### src/rtl/inoalloc_pkg.sv
// ----------------------------------------------------------------------------
// Entry number allocator package
// Shared constants, operation and status codes, and the word search helper
// used by the first-free entry number allocator.
// ----------------------------------------------------------------------------
package inoalloc_pkg;

    // Default sizing of the allocator.
    localparam int ENTRY_COUNT_DEF = 256;
    localparam int ROOT_NUMBER_DEF = 1;
    localparam int BLOCK_BITS_DEF  = 16;

    // Widths of the item fields on the ports.
    localparam int OP_W       = 2;
    localparam int ENTRY_IN_W = 16;
    localparam int BLOCK_IN_W = 16;
    localparam int STATUS_W   = 2;
    localparam int ALLOC_W    = 8;
    localparam int MAP_W      = 16;
    localparam int FREE_OUT_W = 9;

    // The used map is kept as words of this many bits.
    localparam int WORD_W = 32;
    localparam int BIT_AW = $clog2(WORD_W);

    // Operation codes.
    localparam logic [OP_W-1:0] OP_ALLOC   = 2'd0;
    localparam logic [OP_W-1:0] OP_RELEASE = 2'd1;
    localparam logic [OP_W-1:0] OP_LOOKUP  = 2'd2;

    // Status codes.
    localparam logic [STATUS_W-1:0] STAT_OK    = 2'd0;
    localparam logic [STATUS_W-1:0] STAT_NONE  = 2'd1;
    localparam logic [STATUS_W-1:0] STAT_RANGE = 2'd2;

    // Position of the lowest clear bit of a word; zero for a full word.
    function automatic logic [BIT_AW-1:0] first_zero(input logic [WORD_W-1:0] word);
        logic [BIT_AW-1:0] idx;
        idx = '0;
        for (int i = WORD_W - 1; i >= 0; i--) begin
            if (!word[i]) begin
                idx = BIT_AW'(i);
            end
        end
        return idx;
    endfunction

endpackage

### src/rtl/inode_number_allocator_with_map_unit.sv
// ----------------------------------------------------------------------------
// First-free entry number allocator with block map
// Hands out the lowest free entry number, keeps a block number for each
// entry, and answers release and lookup requests with a running free count.
// ----------------------------------------------------------------------------
// How to use it: after reset the block runs a clearing pass over its two
// memories, with s_tready low, and then accepts one request item at a time.
// A release or a lookup goes through its working state and the done state
// before the next acceptance, and a request that is rejected at once (bad
// number, bad operation, no free count) goes straight to the done state. An
// allocate scans the used map one 32-bit word per cycle through a single
// read port and priority encoder, from word 0 up to the word that holds the
// lowest free number or up to the last word. A stalled result channel
// holds the block in the done state only when a new result is ready while
// the previous one waits; the next request is accepted while a result waits.
// ----------------------------------------------------------------------------
module inode_number_allocator_with_map_unit #(
    parameter int ENTRY_COUNT = inoalloc_pkg::ENTRY_COUNT_DEF,
    parameter int ROOT_NUMBER = inoalloc_pkg::ROOT_NUMBER_DEF,
    parameter int BLOCK_BITS  = inoalloc_pkg::BLOCK_BITS_DEF
) (
    input  logic        aclk,
    input  logic        aresetn,
    // Request channel.
    input  logic        s_tvalid,
    output logic        s_tready,
    // [15:0] entry_number, [31:16] block_number
    input  logic [31:0] s_tdata,
    // [1:0] operation
    input  logic [1:0]  s_tuser,
    // Result channel.
    output logic        m_tvalid,
    input  logic        m_tready,
    // [7:0] allocated_number, [23:8] mapped_block, [32:24] free_count,
    // [39:33] zero
    output logic [39:0] m_tdata,
    // [1:0] status
    output logic [1:0]  m_tuser
);

    import inoalloc_pkg::*;

    // Sizing derived from the parameters.
    localparam int ENT_AW     = $clog2(ENTRY_COUNT);
    localparam int ENT_DEPTH  = 1 << ENT_AW;
    localparam int WORDS      = (ENTRY_COUNT + WORD_W - 1) / WORD_W;
    localparam int WORD_AW    = (WORDS > 1) ? $clog2(WORDS) : 1;
    localparam int WORD_DEPTH = 1 << WORD_AW;
    localparam int N_W        = WORD_AW + BIT_AW;
    localparam int FREE_W     = $clog2(ENTRY_COUNT + 1);
    localparam int BLK_W      = (BLOCK_BITS < BLOCK_IN_W) ? BLOCK_BITS : BLOCK_IN_W;
    localparam int TAIL_BITS  = ENTRY_COUNT - (WORDS - 1) * WORD_W;

    localparam logic [WORD_AW-1:0] LAST_WORD = WORD_AW'(WORDS - 1);
    // Bits of the last word that lie past the end of the number range.
    localparam logic [WORD_W-1:0] TAIL_MASK =
        ~WORD_W'(((WORD_W + 1)'(1) << TAIL_BITS) - (WORD_W + 1)'(1));
    // Reserved numbers 0 through ROOT_NUMBER start out used.
    localparam logic [WORD_W-1:0] INIT_WORD0 =
        WORD_W'(((WORD_W + 1)'(1) << (ROOT_NUMBER + 1)) - (WORD_W + 1)'(1));

    typedef enum logic [7:0] {
        S_CLEAR    = 8'b0000_0001,
        S_IDLE     = 8'b0000_0010,
        S_SCAN     = 8'b0000_0100,
        S_REL_WR   = 8'b0000_1000,
        S_LOOK     = 8'b0001_0000,
        S_DONE     = 8'b0010_0000,
        S_SPARE_A  = 8'b0100_0000,
        S_SPARE_B  = 8'b1000_0000
    } state_t;

    // Control state.
    state_t              state_reg, state_next;
    logic [ENT_AW-1:0]   clr_cnt_reg, clr_cnt_next;
    logic [FREE_W-1:0]   free_reg, free_next;
    logic                chk_valid_reg, chk_valid_next;
    logic                m_tvalid_reg, m_tvalid_next;

    // Scan and result payload.
    logic [WORD_AW-1:0]  scan_addr_reg, scan_addr_next;
    logic [WORD_AW-1:0]  chk_addr_reg, chk_addr_next;
    logic [STATUS_W-1:0] res_status_reg, res_status_next;
    logic [N_W-1:0]      res_num_reg, res_num_next;
    logic [BLK_W-1:0]    res_map_reg, res_map_next;

    // Latched request fields.
    logic [N_W-1:0]      num_idx_reg;
    logic [BLK_W-1:0]    blk_reg;

    // Output registers.
    logic [STATUS_W-1:0] out_status_reg;
    logic [N_W-1:0]      out_num_reg;
    logic [BLK_W-1:0]    out_map_reg;
    logic [FREE_W-1:0]   out_free_reg;
    logic                out_load;

    // Memories and their ports.
    logic [WORD_W-1:0]   used_mem [0:WORD_DEPTH-1];
    logic [BLK_W-1:0]    blk_mem  [0:ENT_DEPTH-1];
    logic [WORD_W-1:0]   used_rd_reg;
    logic [BLK_W-1:0]    blk_rd_reg;
    logic [WORD_AW-1:0]  used_raddr;
    logic                used_we;
    logic [WORD_AW-1:0]  used_waddr;
    logic [WORD_W-1:0]   used_wdata;
    logic                blk_we;
    logic [ENT_AW-1:0]   blk_waddr;
    logic [BLK_W-1:0]    blk_wdata;

    // Request decode.
    logic [OP_W-1:0]       in_op;
    logic [ENTRY_IN_W-1:0] in_entry;
    logic [BLOCK_IN_W-1:0] in_block;
    logic [N_W-1:0]        in_idx;
    logic                  in_below_end;
    logic                  accept;

    // Word search.
    logic [WORD_W-1:0]   scan_word;
    logic                scan_full;
    logic [BIT_AW-1:0]   scan_bit;
    logic [N_W-1:0]      scan_num;

    assign in_op        = s_tuser;
    assign in_entry     = s_tdata[15:0];
    assign in_block     = s_tdata[31:16];
    assign in_idx       = N_W'(in_entry);
    assign in_below_end = (17'(in_entry) < 17'(ENTRY_COUNT));
    assign accept       = s_tvalid && s_tready;

    assign s_tready = (state_reg == S_IDLE);
    assign m_tvalid = m_tvalid_reg;
    assign m_tuser  = out_status_reg;
    assign m_tdata  = {7'b0, FREE_OUT_W'(out_free_reg), MAP_W'(out_map_reg),
                       ALLOC_W'(out_num_reg)};

    // The tail of the last word is forced to look used so the search never
    // returns a number past the end of the range.
    assign scan_word = used_rd_reg | ((chk_addr_reg == LAST_WORD) ? TAIL_MASK : '0);
    assign scan_full = &scan_word;
    assign scan_bit  = first_zero(scan_word);
    assign scan_num  = {chk_addr_reg, scan_bit};

    // The scan walks the words; otherwise the word that holds the request's
    // number is read while the request is accepted.
    assign used_raddr = (state_reg == S_SCAN) ? scan_addr_reg : in_idx[N_W-1:BIT_AW];

    always_ff @(posedge aclk) begin
        if (used_we) begin
            used_mem[used_waddr] <= used_wdata;
        end
        used_rd_reg <= used_mem[used_raddr];
    end

    always_ff @(posedge aclk) begin
        if (blk_we) begin
            blk_mem[blk_waddr] <= blk_wdata;
        end
        blk_rd_reg <= blk_mem[in_idx[ENT_AW-1:0]];
    end

    // Sequencer.
    always_comb begin
        state_next      = state_reg;
        clr_cnt_next    = clr_cnt_reg;
        free_next       = free_reg;
        chk_valid_next  = 1'b0;
        m_tvalid_next   = m_tvalid_reg && !m_tready;
        scan_addr_next  = scan_addr_reg;
        chk_addr_next   = chk_addr_reg;
        res_status_next = res_status_reg;
        res_num_next    = res_num_reg;
        res_map_next    = res_map_reg;
        out_load        = 1'b0;
        used_we         = 1'b0;
        used_waddr      = num_idx_reg[N_W-1:BIT_AW];
        used_wdata      = used_rd_reg;
        blk_we          = 1'b0;
        blk_waddr       = num_idx_reg[ENT_AW-1:0];
        blk_wdata       = '0;

        unique case (state_reg)
            S_CLEAR: begin
                // One map entry per cycle; the used words go along while the
                // counter is still inside the word range.
                blk_we    = 1'b1;
                blk_waddr = clr_cnt_reg;
                if ({1'b0, clr_cnt_reg} < (ENT_AW + 1)'(WORDS)) begin
                    used_we    = 1'b1;
                    used_waddr = WORD_AW'(clr_cnt_reg);
                    used_wdata = (clr_cnt_reg == '0) ? INIT_WORD0 : '0;
                end
                clr_cnt_next = clr_cnt_reg + ENT_AW'(1);
                if (clr_cnt_reg == ENT_AW'(ENTRY_COUNT - 1)) begin
                    state_next = S_IDLE;
                end
            end

            S_IDLE: begin
                if (accept) begin
                    res_status_next = STAT_RANGE;
                    res_num_next    = '0;
                    res_map_next    = '0;
                    state_next      = S_DONE;
                    case (in_op)
                        OP_ALLOC: begin
                            if (free_reg == '0) begin
                                res_status_next = STAT_NONE;
                            end else begin
                                scan_addr_next = '0;
                                state_next     = S_SCAN;
                            end
                        end
                        OP_RELEASE: begin
                            if (in_entry != '0 && in_below_end) begin
                                state_next = S_REL_WR;
                            end
                        end
                        OP_LOOKUP: begin
                            if (in_entry >= ENTRY_IN_W'(ROOT_NUMBER) && in_below_end) begin
                                state_next = S_LOOK;
                            end
                        end
                        default: begin
                            // Unknown operation: reported as out of range.
                        end
                    endcase
                end
            end

            S_SCAN: begin
                // Reads are issued every cycle; the word from the previous read, now in the
                // read register, is checked here.
                scan_addr_next = scan_addr_reg + WORD_AW'(1);
                chk_addr_next  = scan_addr_reg;
                chk_valid_next = 1'b1;
                if (chk_valid_reg) begin
                    if (!scan_full) begin
                        chk_valid_next = 1'b0;
                        state_next     = S_DONE;
                        if (scan_num <= N_W'(ROOT_NUMBER)) begin
                            // A reserved number was released and is lowest.
                            res_status_next = STAT_RANGE;
                        end else begin
                            used_we         = 1'b1;
                            used_waddr      = chk_addr_reg;
                            used_wdata      = used_rd_reg | (WORD_W'(1) << scan_bit);
                            blk_we          = 1'b1;
                            blk_waddr       = scan_num[ENT_AW-1:0];
                            blk_wdata       = blk_reg;
                            free_next       = free_reg - FREE_W'(1);
                            res_status_next = STAT_OK;
                            res_num_next    = scan_num;
                        end
                    end else if (chk_addr_reg == LAST_WORD) begin
                        chk_valid_next  = 1'b0;
                        res_status_next = STAT_NONE;
                        state_next      = S_DONE;
                    end
                end
            end

            S_REL_WR: begin
                used_we    = 1'b1;
                used_wdata = used_rd_reg & ~(WORD_W'(1) << num_idx_reg[BIT_AW-1:0]);
                blk_we     = 1'b1;
                if (free_reg != FREE_W'(ENTRY_COUNT)) begin
                    free_next = free_reg + FREE_W'(1);
                end
                res_status_next = STAT_OK;
                state_next      = S_DONE;
            end

            S_LOOK: begin
                res_map_next    = blk_rd_reg;
                res_status_next = STAT_OK;
                state_next      = S_DONE;
            end

            S_DONE: begin
                if (!m_tvalid_reg || m_tready) begin
                    out_load      = 1'b1;
                    m_tvalid_next = 1'b1;
                    state_next    = S_IDLE;
                end
            end

            default: begin
                state_next = S_IDLE;
            end
        endcase
    end

    always_ff @(posedge aclk) begin
        if (!aresetn) begin
            state_reg     <= S_CLEAR;
            clr_cnt_reg   <= '0;
            free_reg      <= FREE_W'(ENTRY_COUNT - ROOT_NUMBER - 1);
            chk_valid_reg <= 1'b0;
            m_tvalid_reg  <= 1'b0;
        end else begin
            state_reg     <= state_next;
            clr_cnt_reg   <= clr_cnt_next;
            free_reg      <= free_next;
            chk_valid_reg <= chk_valid_next;
            m_tvalid_reg  <= m_tvalid_next;
        end
    end

    always_ff @(posedge aclk) begin
        scan_addr_reg  <= scan_addr_next;
        chk_addr_reg   <= chk_addr_next;
        res_status_reg <= res_status_next;
        res_num_reg    <= res_num_next;
        res_map_reg    <= res_map_next;
        if (accept) begin
            num_idx_reg <= in_idx;
            blk_reg     <= BLK_W'(in_block);
        end
        if (out_load) begin
            out_status_reg <= res_status_reg;
            out_num_reg    <= res_num_reg;
            out_map_reg    <= res_map_reg;
            out_free_reg   <= free_reg;
        end
    end

    // The free count never climbs past the number of entries.
    a_free_bound: assert property (@(posedge aclk) disable iff (!aresetn)
        free_reg <= FREE_W'(ENTRY_COUNT))
        else $error("free count above entry count");

    // Only one item is in work at a time.
    a_one_item: assert property (@(posedge aclk) disable iff (!aresetn)
        s_tvalid && s_tready |=> !s_tready)
        else $error("second item accepted while one is in work");

    // The free count only moves while an item is being worked on.
    a_free_idle: assert property (@(posedge aclk) disable iff (!aresetn)
        s_tready && $past(s_tready) |-> $stable(free_reg))
        else $error("free count changed while idle");

endmodule
### config.mk
export PLATFORM = sky130hd
export DESIGN_NAME = inode_number_allocator_with_map_unit
export DESIGN_NICKNAME = d
export VERILOG_FILES = /design/src/rtl/inoalloc_pkg.sv /design/src/rtl/inode_number_allocator_with_map_unit.sv
export SDC_FILE = /design/constraint.sdc
export NUM_CORES = 2
export LEC_CHECK = 0
export BUFFER_PORTS_ARGS = -buffer_cell sky130_fd_sc_hd__buf_4
export CAP_MARGIN = 20
export CORE_ASPECT_RATIO = 1.5
export CORE_UTILIZATION = 51
export DETAILED_ROUTE_END_ITERATION = 8
export PLACE_DENSITY = 0.68
export SLEW_MARGIN = 15
export SYNTH_ARGS = -nofsm -noshare
export SYNTH_HDL_FRONTEND = slang
export SYNTH_MEMORY_MAX_BITS = 65536
export SYNTH_SLANG_ARGS = --single-unit
### constraint.sdc
create_clock -name aclk -period 16 [get_ports aclk]
set_clock_uncertainty 0.2 [all_clocks]
set_input_delay 3.2 -clock aclk [delete_from_list [all_inputs] [get_ports aclk]]
set_output_delay 3.2 -clock aclk [all_outputs]
set_load 0.01 [all_outputs]
==> flow_summary.toml <==
[status]
status = "finished, violations left"
violations = "DRC"

[clock_tree]
post_cts_buffers = 0
clock_sinks = 4516
clock_latency_ns = 0.98
cts_made_buffers = 389
htreeDepth = 5
root_buffer = "clkbuf_16"
cts_tree = "built"
ctsResizeCount = 0
cts.clk_slew.worst_paths_ns = 0.06
cts_buffer_depth = 4
ctsHoldBuffers = 0

[routing]
ant_nets = 0
drcViolationCount = 25
drt_iter0_drc = 10660
first_pass_iters = 9
num_vias = 84080
vias_per_cell = 6.476
routed_wl_um = 440400
wl_per_cell_um = 33.92

[sta]
setup_viol = 0
final_hold_viol_count = 0
min_period_over_period_pct = 49.22
whs_ns = 0.2237
worst_pin_slew_ns = 1.247
fin_crit_ns = 7.875
maxSlewViolCount = 0
rsz0062_at_grt = "false"
fmax_mhz = 127.0
fin_tns_setup_ns = 0
slew-limit-headroom_pct = 16.62

[grt]
grt_util_met3_pct = 4.142
groute.usage.overall_pct = 25.77
gr-total-overflow = 0
first_global_vias = 84540
grt_max_degree = 129
use_met1_pct = 32.75
antenna_found_initial = 16
top_usage_layer = "met2"
use_met2_pct = 44.04
grt_pass1_wl_um = 625600

[pwr]
finalPower_mw = 23.95
leakage_nw = 52.17
ir_worst_vdd_mv = 0.09192
power_density_nw_per_um2 = 123.0

[floorplan]
fp.dieH_um = 716.1
fp.dieW_um = 478.1
die_area_um2 = 342400
start_util_pct = 51.35
rows = 261
io_pins = 82
core_area_um2 = 337700

[synth]
synthDistinctLibCells = 88
synthCells = 7725
synth-seq-cells = 4516
dominantRegCellSynth = "edfxtp_1"
synth_warnings = 0
synth_edf_count = 4443
ys_async_sr_fraction_pct = 0
avgSynthCellArea_um2 = 22.45
yosysSeqAreaShare_pct = 77.79
synth_area_um2 = 173400

[layout]
design_area_um2 = 194700
layout.nets = 8224
syn_to_final_growth_pct = 12.30
drive_gt1_share_pct = 28.87
top_register = "blk_mem"
largest_reg_flops = 4096

[placed_design]
portBuffers = 74
gp_congestion = 0.8908
dp_hpwl_um = 253200
place_area_um2 = 181500

[critical_path]
cp.arrival_ns = 8.48
cp_data_required_time_ns = 16.61
start_kind = "input port"
crit_type = "in -> reg"
worstPathMaxFanout = 93
cp-end-kind = "flip-flop"

[worst_hold_path]
hp-class = "reg -> reg"

[flow_run]
cap_violations = 0
[cell usage in the layout, fill, tap and decap left out, drive strengths merged, types with 7 or more instances in the layout]
| master | n |
|---|---|
| a21oi | 36 |
| a221oi | 35 |
| a22o | 37 |
| a22oi | 82 |
| a31oi | 7 |
| and2 | 30 |
| and3 | 39 |
| buf | 479 |
| bufinv | 56 |
| clkbuf | 470 |
| clkinv | 157 |
| clkinvlp | 23 |
| conb | 7 |
| dfxtp | 73 |
| diode | 12 |
| edfxtp | 4443 |
| ha | 10 |
| inv | 29 |
| mux2i | 13 |
| mux4 | 1280 |
| nand2 | 419 |
| nand2b | 11 |
| nand3 | 203 |
| nand4 | 21 |
| nor2 | 285 |
| nor2b | 15 |
| nor3 | 15 |
| nor3b | 10 |
| nor4 | 11 |
| o211ai | 16 |
| o21ai | 61 |
| o221ai | 15 |
| o31ai | 10 |
| or3 | 12 |
| xnor2 | 9 |
[through the flow]
step / cells / worst slack [ns] / utilization [%]
2_1_floorplan: 7731 / 9.557 / -
4_1_cts: 12960 / 7.923 / 57.57
6_report: 12980 / 8.125 / 57.67
5_1_grt: 12970 / 7.741 / 57.66
3_3_place_gp: 12240 / 6.909 / 53.72
3_5_place_dp: 12240 / 6.962 / 53.74
[cells by family (layout without fill, tap and decap cells)]
logic type | count (synthesis) | count (layout) | share of synthesized area, %
adder cells (fa/ha/maj) | 11 | 11 | 0.08370
AO/OA/AOI/OAI | 353 | 353 | 1.528
multiplexers | 1293 | 1293 | 16.70
buffers and inverters | 445 | 1214 | 0.9972
XOR/XNOR | 13 | 13 | 0.06566
AND/OR/NAND/NOR | 1093 | 1093 | 2.838
flip-flops | 4516 | 4516 | 77.79
other | 1 | 19 | 0.002163
[metal layers]
metal  vias up  part of all wire (%)
met5         -                 0.014
met4         8                   4.7
met3       765                   8.3
met2      4449                    51
met1     45320                    35
li1      33530                     -
[power breakdown]
group	switching (mW)	internal, mW	total [mW]
Combinational	0.789	0.337	1.13
Sequential	0.0695	13.0	13.1
Clock	4.23	5.48	9.71
[critical path: stages]
cell and delay (ns):
buf_16 0.39, buf_12 0.64, buf_4 0.74, buf_4 0.81
mux4_2 0.62, mux4_2 0.49, a22oi_1 0.32, nand2_1 0.27
a22oi_1 0.49, o221ai_1 0.22
[cell usage after synthesis (30+ instances only)]
cell	instances	area, µm²
edfxtp_1	4443	133400
mux4_2	1280	28830
nand2_1	417	1565
nor2_1	285	1070
clkbuf_1	273	1025
nand3_1	203	1016
buf_1	120	450.4
a22oi_1	81	608.1
dfxtp_1	73	1461
o21ai_0	60	300.3
and3_1	39	244.0
a22o_1	37	324.1
a21oi_1	35	175.2
a221oi_1	35	306.5
and2_1	30	187.7
[area by class of cell]
cell class	count	area, µm²
fillers	23840	142900
flip-flops and latches	4516	134900
multi-input cells	2770	37230
clock buffers	470	10230
well taps	4471	5594
repair buffers	479	3973
clock inverters	246	2733
inverters	19	71.32
diodes	12	30.03
[final timing paths]
| check | endpoint | startpoint | depth (start not counted) | slack, ns |
|---|---|---|---|---|
| worst min register to register | out_map_reg[9] | res_map_reg[9] | 0 | 0.22 |
| worst min-delay path | out_map_reg[9] | res_map_reg[9] | 0 | 0.22 |
| worst max-delay path | blk_rd_reg[11] | s_tdata[0] | 10 | 8.13 |
| worst max register to register | blk_mem[230][13] | state_reg[5] | 8 | 8.77 |
No activity file was read; power rests on OpenSTA's default activity.
